[src/sv/deq_pkg.sv]
// Package for the double ended queue: sizes, operation and status codes, payload types.
// Used by the top level and by its checker.
package deq_pkg;

    localparam int DEPTH      = 16;
    localparam int DATA_WIDTH = 32;
    localparam int IDX_W      = $clog2(DEPTH);
    localparam int CNT_W      = $clog2(DEPTH + 1);

    // Operation codes carried in the mode field
    localparam logic [2:0] MODE_NONE       = 3'd0;
    localparam logic [2:0] MODE_PUSH_REAR  = 3'd1;
    localparam logic [2:0] MODE_PUSH_FRONT = 3'd2;
    localparam logic [2:0] MODE_POP_FRONT  = 3'd3;
    localparam logic [2:0] MODE_POP_REAR   = 3'd4;

    // Status codes
    localparam logic [1:0] STAT_OK    = 2'd0;
    localparam logic [1:0] STAT_EMPTY = 2'd1;
    localparam logic [1:0] STAT_FULL  = 2'd2;

    typedef struct packed {
        logic [2:0]            mode;
        logic [DATA_WIDTH-1:0] value;
    } deq_op_t;

    typedef struct packed {
        logic [DATA_WIDTH-1:0] removed_value;
        logic [DATA_WIDTH-1:0] front_value;
        logic [DATA_WIDTH-1:0] rear_value;
        logic [CNT_W-1:0]      entry_count;
        logic                  is_empty;
        logic [1:0]            status;
    } deq_res_t;

endpackage

[src/sv/double_ended_queue.sv]
// Double ended queue top level: ring memory, end pointers, count and result register.
// Depends on deq_pkg.
//
// A request (mode and value) is taken when op_valid and op_ready are high; each request gives
// one result on res. Inserts, no-ops, refused inserts and removals from an empty queue or of
// the last element write the result register directly. A removal that leaves elements goes
// through the fetch state: the new front or rear value is read back from the element memory's
// registered read port and patched into the result. The front and rear values are kept in
// registers beside the memory, so results never wait for more than that single read. A new
// request is taken while the previous result is being taken in the same cycle.
module double_ended_queue
    import deq_pkg::*;
(
    input  logic     clk,
    input  logic     rst_n,
    input  logic     op_valid,
    output logic     op_ready,
    input  deq_op_t  op,
    output logic     res_valid,
    input  logic     res_ready,
    output deq_res_t res
);

    typedef enum logic {
        ST_IDLE,
        ST_FETCH
    } state_t;

    localparam logic [IDX_W-1:0] IDX_LAST  = IDX_W'(DEPTH - 1);
    localparam logic [CNT_W-1:0] CNT_FULL  = CNT_W'(DEPTH);
    localparam logic [CNT_W-1:0] CNT_ONE   = CNT_W'(1);

    logic [DATA_WIDTH-1:0] mem [DEPTH];
    logic [DATA_WIDTH-1:0] rd_data_reg;

    state_t                state_reg;
    logic [IDX_W-1:0]      front_reg, front_next;
    logic [IDX_W-1:0]      rear_reg, rear_next;
    logic [CNT_W-1:0]      count_reg, count_next;
    logic [DATA_WIDTH-1:0] fval_reg, fval_next;
    logic [DATA_WIDTH-1:0] rval_reg, rval_next;
    logic                  fetch_front_reg;
    logic                  res_valid_reg;
    deq_res_t              res_reg, res_next;

    logic                  op_fire;
    logic                  wr_en, rd_en, fetch, fetch_front;
    logic [IDX_W-1:0]      wr_addr, rd_addr;
    logic [IDX_W-1:0]      front_inc, front_dec, rear_inc, rear_dec;
    logic [DATA_WIDTH-1:0] removed;
    logic [1:0]            status;

    assign op_ready  = (state_reg == ST_IDLE) && (!res_valid_reg || res_ready);
    assign op_fire   = op_valid && op_ready;
    assign res_valid = res_valid_reg;
    assign res       = res_reg;

    // Ring neighbors of both ends
    assign front_inc = (front_reg == IDX_LAST) ? '0 : front_reg + IDX_W'(1);
    assign front_dec = (front_reg == '0) ? IDX_LAST : front_reg - IDX_W'(1);
    assign rear_inc  = (rear_reg == IDX_LAST) ? '0 : rear_reg + IDX_W'(1);
    assign rear_dec  = (rear_reg == '0) ? IDX_LAST : rear_reg - IDX_W'(1);

    // Decode the request: pointer moves, memory write or read, result
    always_comb
    begin
        front_next  = front_reg;
        rear_next   = rear_reg;
        count_next  = count_reg;
        fval_next   = fval_reg;
        rval_next   = rval_reg;
        wr_en       = 1'b0;
        wr_addr     = front_reg;
        rd_en       = 1'b0;
        rd_addr     = front_reg;
        fetch       = 1'b0;
        fetch_front = 1'b0;
        removed     = '0;
        status      = STAT_OK;
        unique case (op.mode)
            MODE_PUSH_REAR, MODE_PUSH_FRONT:
            begin
                if (count_reg == CNT_FULL) begin
                    status = STAT_FULL;
                end else if (count_reg == '0) begin
                    wr_en      = 1'b1;
                    wr_addr    = front_reg;
                    rear_next  = front_reg;
                    count_next = CNT_ONE;
                    fval_next  = op.value;
                    rval_next  = op.value;
                end else if (op.mode == MODE_PUSH_REAR) begin
                    wr_en      = 1'b1;
                    wr_addr    = rear_inc;
                    rear_next  = rear_inc;
                    count_next = count_reg + CNT_ONE;
                    rval_next  = op.value;
                end else begin
                    wr_en      = 1'b1;
                    wr_addr    = front_dec;
                    front_next = front_dec;
                    count_next = count_reg + CNT_ONE;
                    fval_next  = op.value;
                end
            end
            MODE_POP_FRONT:
            begin
                if (count_reg == '0) begin
                    status = STAT_EMPTY;
                end else begin
                    removed    = fval_reg;
                    count_next = count_reg - CNT_ONE;
                    if (count_reg != CNT_ONE) begin
                        front_next  = front_inc;
                        rd_en       = 1'b1;
                        rd_addr     = front_inc;
                        fetch       = 1'b1;
                        fetch_front = 1'b1;
                    end else begin
                        rear_next = front_reg;
                    end
                end
            end
            MODE_POP_REAR:
            begin
                if (count_reg == '0) begin
                    status = STAT_EMPTY;
                end else begin
                    removed    = rval_reg;
                    count_next = count_reg - CNT_ONE;
                    if (count_reg != CNT_ONE) begin
                        rear_next = rear_dec;
                        rd_en     = 1'b1;
                        rd_addr   = rear_dec;
                        fetch     = 1'b1;
                    end else begin
                        front_next = rear_reg;
                    end
                end
            end
            default:
            begin
                status = STAT_OK;
            end
        endcase

        res_next.removed_value = removed;
        res_next.front_value   = (count_next != '0) ? fval_next : '0;
        res_next.rear_value    = (count_next != '0) ? rval_next : '0;
        res_next.entry_count   = count_next;
        res_next.is_empty      = (count_next == '0);
        res_next.status        = status;
    end

    // Element memory: one write port, one registered read port
    always_ff @(posedge clk)
    begin
        if (op_fire && wr_en) begin
            mem[wr_addr] <= op.value;
        end
        if (op_fire && rd_en) begin
            rd_data_reg <= mem[rd_addr];
        end
    end

    // Hold state, pointers, cached end values and the result register
    always_ff @(posedge clk or negedge rst_n)
    begin
        if (!rst_n) begin
            state_reg       <= ST_IDLE;
            front_reg       <= '0;
            rear_reg        <= '0;
            count_reg       <= '0;
            fval_reg        <= '0;
            rval_reg        <= '0;
            fetch_front_reg <= 1'b0;
            res_valid_reg   <= 1'b0;
            res_reg         <= '0;
        end else begin
            unique case (state_reg)
                ST_IDLE:
                begin
                    if (op_fire) begin
                        front_reg       <= front_next;
                        rear_reg        <= rear_next;
                        count_reg       <= count_next;
                        fval_reg        <= fval_next;
                        rval_reg        <= rval_next;
                        fetch_front_reg <= fetch_front;
                        res_reg         <= res_next;
                        res_valid_reg   <= !fetch;
                        if (fetch) begin
                            state_reg <= ST_FETCH;
                        end
                    end else if (res_ready) begin
                        res_valid_reg <= 1'b0;
                    end
                end
                ST_FETCH:
                begin
                    // Patch the new end value read back from memory
                    if (fetch_front_reg) begin
                        fval_reg            <= rd_data_reg;
                        res_reg.front_value <= rd_data_reg;
                    end else begin
                        rval_reg           <= rd_data_reg;
                        res_reg.rear_value <= rd_data_reg;
                    end
                    res_valid_reg <= 1'b1;
                    state_reg     <= ST_IDLE;
                end
                default:
                begin
                    state_reg <= ST_IDLE;
                end
            endcase
        end
    end

endmodule

[config.mk]
export PLATFORM = sky130hd
export DESIGN_NAME = double_ended_queue
export DESIGN_NICKNAME = d
export VERILOG_FILES = /design/src/sv/deq_pkg.sv /design/src/sv/double_ended_queue.sv
export SDC_FILE = /design/constraint.sdc
export NUM_CORES = 1
export LEC_CHECK = 0
export BUFFER_PORTS_ARGS = -buffer_cell sky130_fd_sc_hd__buf_2
export CORE_UTILIZATION = 30
export CTS_BUF_LIST = sky130_fd_sc_hd__clkbuf_4 sky130_fd_sc_hd__clkbuf_8 sky130_fd_sc_hd__clkbuf_16
export CTS_CLUSTER_DIAMETER = 200
export DETAILED_ROUTE_END_ITERATION = 7
export SYNTH_ARGS = -nofsm -noshare
export SYNTH_HDL_FRONTEND = slang
export SYNTH_SLANG_ARGS = --single-unit
[constraint.sdc]
create_clock -name clk -period 6.3 [get_ports clk]
set_input_delay 1.26 -clock clk [delete_from_list [all_inputs] [get_ports clk]]
set_output_delay 1.26 -clock clk [all_outputs]
set_load 0.01 [all_outputs]
# Word-level counts from Yosys, hierarchy flattened
# Memories as Yosys holds them, arrays and structs flattened. A register that Yosys moved wholly into a read port is not among the register bits.
# Cells that the tools add are included.
# W data, S select, Z words.
word_totals:
  register_bits: 179
  latchBits: 0
  ramBits: 512
  romBits: 0
  in_bits: 39
  out_inout_bits: 106
  elab_cells: 131
  memories: 1
op_classes:
  n_addsub: 6
  multipliers: 0
  div: 0
  order_cmp: 0
  n_eq_ne: 21
  shift: 0
  mux: 69
  bitwise_logic: 1
  reduce_logical: 20
memory_table:
  columns: ["name", "words", "width", "read_ports", "rd_clocked_by_memory_dff", "wr", "line", "rtl"]
  rows:
  - ["mem", 16, 32, 1, 1, 1, "double_ended_queue.sv:33", "logic [DATA_WIDTH-1:0] mem [DEPTH];"]
op_table:
  columns: ["cell", "count"]
  rows:
  - ["$mux W32", 16]
  - ["$pmux W32 S2", 3]
  - ["$pmux W64 S2", 1]
  - ["$mux W4", 24]
  - ["$mux W72", 1]
  - ["$pmux W4 S3", 2]
  - ["$ne A2 B2 Y1 const B", 10]
  - ["$mux W5", 3]
  - ["$mux W1", 13]
  - ["$logic_not A5 Y1", 2]
  - ["$pmux W5 S2", 1]
  - ["$reduce_and A9 Y1", 1]
  - ["$add A4 B1 Y4 const B", 2]
  - ["$eq A4 B4 Y1 const B", 2]
  - ["$logic_not A4 Y1", 2]
  - ["$pmux W4 S2", 1]
  - ["$reduce_and A8 Y1", 1]
  - ["$sub A4 B1 Y4 const B", 2]
  - ["$eq A3 B2 Y1 const B", 2]
  - ["$ne A3 B3 Y1 const B", 2]
  - ["$reduce_and A2 Y1", 3]
  - ["$add A5 B1 Y5 const B", 1]
  - ["$eq A5 B5 Y1 const B", 1]
  - ["$ne A5 B1 Y1 const B", 1]
  - ["other kinds (14)", 20]

# Longest topological paths before layout
# Gate-level depths: netlist of run 1.
depth:
  depth_word: 8
  depth_mapped: 13
  ltp_nobuf: 10

# Least setup slack after synthesis of run 1
# OpenSTA, ideal clock, no wires.
synth_timing:
  kind: "input to register"
  from: "input op[32] in the netlist's numbering"
  to: "memory mem[7][0], enable pin"
  setup_ns: 0.421
  arrival_ns: 4.178
  t_required_ns: 5.879
  setup_slack_ns: 1.701
  path_stages: 8
  n_path_buf: 1
  cell_sequence: "buf_4 > nor3b_1 > nand2_1 > o211ai_1 > o21ai_0 > nor4_1 > nand2_1 > nor2_1"
synth_via:
  elab_chain_len: 6
  elab_cells_between_ends: 11
  classes_between: "2 x eq/ne; 7 x mux; 2 x reduce/logical"
synth_rtl:
  columns: ["item", "line", "rtl"]
  rows:
  - ["start, declared", "double_ended_queue.sv:18", "input deq_op_t op,"]
  - ["$eq A3 B1 Y1 / $eq A3 B2 Y1 (equally long branches)", "double_ended_queue.sv:80, double_ended_queue.sv:92", null]
  - ["$reduce_or A2 Y1", "double_ended_queue.sv:80", "unique case (op.mode)"]
  - ["$mux W1", "double_ended_queue.sv:80", null]
  - ["$logic_and A1 B1 Y1", "double_ended_queue.sv:158", "if (op_fire && wr_en) begin"]
  - ["$mux W1", "double_ended_queue.sv:158", null]
  - ["$mux W1 (implied by the code)", "double_ended_queue.sv:159", "mem[wr_addr] <= op.value;"]
  - ["end, declared", "double_ended_queue.sv:33", null]
# Several ways; a longest one is shown, not always the timed one.

==> flow_summary.yaml, run 1 <==
status:
  status: "finished with violations"
  violations: "DRC"
critical_path:
  cp_slowest_cell: "buf_4"
  cp_max_fo: 64
  cp.required_ps: 6740
  worstSetupStartpointType: "flop"
  crit_top_cell: "ha_1"
  endpoint_kind: "flop"
  critPathMaxStageDelay_ps: 650
  crit_chain: "inv_1, ha_1, nor4b_2, clkinv_1, ha_1, a221o_1, a2111o_1, o31ai_4, buf_4, o221ai_1"
  critPathArrivalTime_ps: 4950
  setup.worst_path.class: "reg2reg"
synth:
  avgSynthCellArea_um2: 15.94
  yosysSeqAreaShare_pct: 69.71
  synth.most_common_cell: "edfxtp_1"
  synthCells: 1873
  yosysWarningCount: 0
  synthDistinctLibCells: 66
  yosys-top-cells-area: "edfxtp_1, dfrtp_1, mux4_2"
  synth_common_cells: "edfxtp_1, nand2_1, dfrtp_1"
  async_flop_share_pct: 24.76
  synth_top_area_share_pct: 54.71
  syn_area_um2: 29860
  synth_ff_type: "edfxtp_1"
  ys_ff_latch: 723
  yosys.area.top_type: "edfxtp_1"
  synth_fp_nets: 1920
  synth_edf_count: 544
drt:
  antenna_left: 0
  first_pass_iters: 8
  first_iter_violations: 1899
  wl_mm: 80.83
  vias: 18286
  drc_errors: 1
  drt-wirelength-per-cell_um: 24.10
  vias_per_cell: 5.452
floorplanning:
  initial_core_util_pct: 30.34
  die_w_um: 317.5
  die_h_um: 317.5
  dieArea_um2: 100800
  coreArea_um2: 98420
  io_pins: 145
  rows: 115
sta:
  skew_ps: 26.25
  fmax_mhz: 221.9
  tns_ps: 0
  slew_violations: 0
  finalSetupViolCount: 0
  finalCritPeriodShare_pct: 71.54
  rsz0062_at_grt: "no"
  slew_headroom_pct: 15.70
  hold_violations: 0
  tightestPinTransition_ps: 1261
  fin_crit_ps: 4507
final_layout:
  num-fill-cells: 9306
  drive_gt1_share_pct: 20.56
  diodes: 0
  largest_register_ffs: 512
  area_growth_pct: 15.95
  finalNetCount: 2054
  post-route-util_pct: 35.18
clocking:
  clk_pin_slew_ps: 60
  cts_sinks: 723
  cts_root_buf: "clkbuf_16"
  h-tree-depth: 3
  numCtsBuffers: 73
  clk_latency_ps: 620
  ctsHoldBuffers: 0
  cts_tree: "yes"
  cts.path.max_buffers: 3
  post_cts_resized: 0
  post_cts_buffers: 0
pwr:
  power_switching_mw: 4.637
  power_density_nw_per_um2: 425.5
  leakage_nw: 12.27
  p_comb_share_pct: 27.8
  vdd_drop_max_v: 0.0002173
  seqPwrFrac_pct: 41.7
  power_switching_share_pct: 31.48
  clkPwrFrac_pct: 30.5
  internal-power_mw: 10.09
placed_design:
  portBuffers: 144
  dp_hpwl_mm: 51.42
  globalplace.congestion: 0.8960
run:
  drv_cap: 0
global_route:
  grt_pass1_vias: 18269
  antenna_found_initial: 8
  grt_pass1_wl_mm: 122.0
  grt_use_total_pct: 15.82
  grt_overflow: 0
  grt_max_degree: 107
min_path:
  hp-class: "reg2reg"
[logic make-up after synthesis]
group,synth area share (%)
XOR/XNOR,0.08802
AO/OA/AOI/OAI,11.35
buffers and inverters,2.452
AND/OR/NAND/NOR,3.851
flip-flops,69.71
multiplexers,12.18
adder cells (fa/ha/maj),0.3688
[power by group through the flow]
stage                     Sequential, mW  Combinational (mW)  Clock (mW)
after global routing                6.19                4.42        4.74
after floorplan                     6.13                2.84           0
after detailed placement            6.22                4.09           0
after CTS                           6.13                4.12        4.56
final                               6.15                4.10        4.49
after global placement              6.20                4.03           0
[metrics by stage]
stage	setup WS, ps	hold slack (ps)	cell area (um^2)	cells	total power [mW]
after CTS	1897	482.0	34620	3354	14.81
after detailed placement	1268	468.5	32120	3219	10.32
after global placement	1350	459.8	32120	3219	10.24
final	1793	474.2	34620	3354	14.73
after global routing	1595	509.4	34620	3354	15.36
after floorplan	1701	471.3	29860	1873	8.972
[per-layer routing]
layer  share of wire (%)  global-route usage, %
met5                0.10                      0
met4                 2.0                  4.347
met3                 7.7                  3.172
met2                  48                  25.44
met1                  43                  21.73
[cells in the final DEF, fill, tap and decap left out, drive strengths merged, types with 26 or more instances in the layout]
cell type / synthesis / final
mux2i: 133 / 133
o21ai: 57 / 57
nor2: 30 / 30
a22oi: 36 / 36
a21oi: 88 / 88
a22o: 35 / 35
buf: 43 / 192
mux4: 96 / 96
dfrtp: 179 / 179
clkbuf: 91 / 91
edfxtp: 544 / 544
o22ai: 116 / 116
o221ai: 67 / 67
clkinv: 2 / 29
a21o: 26 / 26
nand2: 195 / 195
a211o: 32 / 32
[worst paths after layout]
path,startpoint,end,slack [ps],cells after the start
worst min register to register,res[103]$_DFFE_PN0P_,res[103]$_DFFE_PN0P_,470,2
worst min-delay path,res[103]$_DFFE_PN0P_,res[103]$_DFFE_PN0P_,470,2
max in group asynchronous,rst_n,fval_reg[11]$_DFFE_PN0P_,4360,2
worst max register to register,res[4]$_DFFE_PN0P_,res[52]$_DFFE_PN0P_,1790,10
min in group asynchronous,rst_n,res[93]$_DFFE_PN0P_,760,1
worst max-delay path,res[4]$_DFFE_PN0P_,res[52]$_DFFE_PN0P_,1790,10
[worst max-delay path, delay by kind of cell (launching register included)]
family | cells | cell delay [ps]
buffers and inverters | 3 | 1310
DFF | 1 | 490
and+or+nand+nor | 1 | 580
AOI/OAI and AO/OA | 4 | 1170
adders and majority gates | 2 | 730
[layout make-up]
class / count / area [um^2] / area share (%)
Clock buffer: 90 / 2019 / 5.833
Clock inverter: 45 / 478.0 / 1.381
Inverter: 14 / 52.55 / 0.1518
Multi-Input combinational cell: 1002 / 8509 / 24.58
Sequential cell: 723 / 20820 / 60.13
Tap cell: 1287 / 1610 / 4.651
Timing Repair Buffer: 193 / 1135 / 3.278
No activity file was read; power rests on OpenSTA's default activity.
==> run 2: changes to the inputs <==
clock period = 3.8 ns   (was 6.3 ns; I/O delays follow)
==> flow_summary.yaml, run 2 (synthesis gave the netlist of run 1 again) <==
drt:
  wl_mm: 84.05
  first_iter_violations: 2064
  antenna_left: 0
  vias_per_cell: 5.448
  drc_errors: 0
  vias: 18518
  drt-wirelength-per-cell_um: 24.73
  first_pass_iters: 5
clocking:
  cts_tree: "yes"
  post_cts_buffers: 0
  cts_sinks: 723
  ctsHoldBuffers: 0
  numCtsBuffers: 69
  post_cts_resized: 0
  h-tree-depth: 3
  clk_latency_ps: 630
  cts_root_buf: "clkbuf_16"
  clk_pin_slew_ps: 70
  cts.path.max_buffers: 3
pwr:
  leakage_nw: 12.54
  power_density_nw_per_um2: 684.8
  p_comb_share_pct: 29.5
  clkPwrFrac_pct: 28.2
  power_switching_mw: 7.648
  seqPwrFrac_pct: 42.3
  power_switching_share_pct: 31.75
  internal-power_mw: 16.44
  vdd_drop_max_v: 0.0003396
  finalPower_mw: 24.09
placed_design:
  portBuffers: 144
  dp_hpwl_mm: 53.31
  globalplace.congestion: 0.8304
  placed_area_um2: 32940
sta:
  hold_violations: 0
  tightestPinTransition_ps: 949.9
  finalCritPeriodShare_pct: 94.84
  rsz0062_at_grt: "no"
  slew_violations: 0
  slew_headroom_pct: 36.19
  fmax_mhz: 277.5
  fin_crit_ps: 3604
  skew_ps: 36.78
  finalSetupViolCount: 0
global_route:
  grt_overflow: 0
  grt_pass1_wl_mm: 125.6
  grt_pass1_vias: 18888
  grt_max_degree: 96
  antenna_found_initial: 7
  grt_use_total_pct: 16.53
final_layout:
  multi_input_area_um2: 8509
  fin_area_um2: 35180
  largest_register_ffs: 512
  finalNetCount: 2102
  area_growth_pct: 17.82
  drive_gt1_share_pct: 22.32
  num-fill-cells: 9250
  most-common-layout-cells: "edfxtp_1, nand2_1, dfrtp_1, buf_2, mux2i_1"
  final-seq-area_um2: 20820
  mostFrequentLayoutCell: "edfxtp_1"
floorplanning:
  die_h_um: 317.5
  die_w_um: 317.5
  initial_core_util_pct: 30.34
  dieArea_um2: 100800
  io_pins: 145
  rows: 115
  coreArea_um2: 98420
critical_path:
  crit_chain: "inv_1, ha_1, nor3b_1, nor3_1, o21ai_0, nor4_1, buf_4, nand2_1, buf_4, nor2_4, buf_12"
  setup.worst_path.class: "reg2reg"
  crit_top_cell: "buf_4"
  critPathArrivalTime_ps: 3910
  critical_path_buf_inv_count: 4
  critPathMaxStageDelay_ps: 800
  cp_slowest_cell: "nor3_1"
  cp_top_family: "simple AND/OR/NAND/NOR gates"
  cp.required_ps: 4100
  worstSetupStartpointType: "flop"
  endpoint_kind: "flop"
  cp_max_fo: 21
min_path:
  hp-class: "in2async"
status:
  status: "completed"
run:
  drv_cap: 0
run 2: cell types whose count changed in the layout (fill, tap and decap cells not counted), sizes merged:
cell	change
buf	+52
bufinv	-5
clkbuf	-3
clkinv	+2
clkinvlp	-3
diode	+2
run 2: final timing paths:
| kind | startpoint | endpoint | slack [ps] | cells past startpoint |
|---|---|---|---|---|
| min in group clk | op_valid | res_valid$_DFFE_PN0P_ | 460 | 3 |
| max in group asynchronous | rst_n | res[96]$_DFFE_PN0P_ | 2690 | 2 |
| max reg2reg | res[3]$_DFFE_PN0P_ | mem[11][31]$_DFFE_PP_ | 200 | 11 |
| min | rst_n | res[101]$_DFFE_PN0P_ | 230 | 1 |
| max | res[3]$_DFFE_PN0P_ | mem[11][31]$_DFFE_PP_ | 200 | 11 |
| min reg2reg | res[2]$_DFFE_PN0P_ | res[2]$_DFFE_PN0P_ | 470 | 2 |
run 2: area by class of cell:
class,instances,share of cell area [%]
clock inverters,39,1.010
diodes,2,0.01423
clock buffers,87,5.342
inverters,14,0.1494
repair buffers,245,5.545
multi-input cells,1002,24.19
well taps,1287,4.578
flip-flops and latches,723,59.17
run 2: power groups by stage:
stage,Combinational [mW],Clock (mW),Sequential [mW]
after floorplan,4.71,0,10.2
after global placement,6.95,0,10.3
final,7.11,6.79,10.2
after global routing,7.63,7.18,10.3
after detailed placement,7.10,0,10.3
after CTS,7.13,6.92,10.2
run 2: stage by stage:
| stage | TNS, ps | utilization, % | setup WS [ps] | std cells | hold slack (ps) |
|---|---|---|---|---|---|
| 3_3_place_gp | 0 | 33.47 | 170.2 | 3271 | 459.8 |
| 5_1_grt | 0 | 35.74 | 98.18 | 3397 | 289.9 |
| 6_report | 0 | 35.74 | 196.0 | 3399 | 230.5 |
| 3_5_place_dp | 0 | 33.47 | 149.1 | 3271 | 459.4 |
| 2_1_floorplan | -109290 | - | -299.2 | 1873 | 464.4 |
| 4_1_cts | 0 | 35.74 | 279.4 | 3397 | 241.0 |
run 2: per-layer routing:
| layer | track usage, % | vias up | wire [um] |
|---|---|---|---|
| met5 | 0 | - | 52 |
| met3 | 3.140 | 140 | 5593 |
| met1 | 21.89 | 9722 | 35590 |
| met4 | 4.800 | 8 | 1924 |
| li1 | - | 7897 | - |
| met2 | 27.53 | 751 | 40890 |
run 2: worst reg2reg max path: cells and delay by family (launching register included):
family                   cells  cell delay, ps
AO/OA/AOI/OAI                1             270
adder cells (fa/ha/maj)      1             290
buffers and inverters        4             690
flip-flops                   1             360
AND/OR/NAND/NOR              5            1660
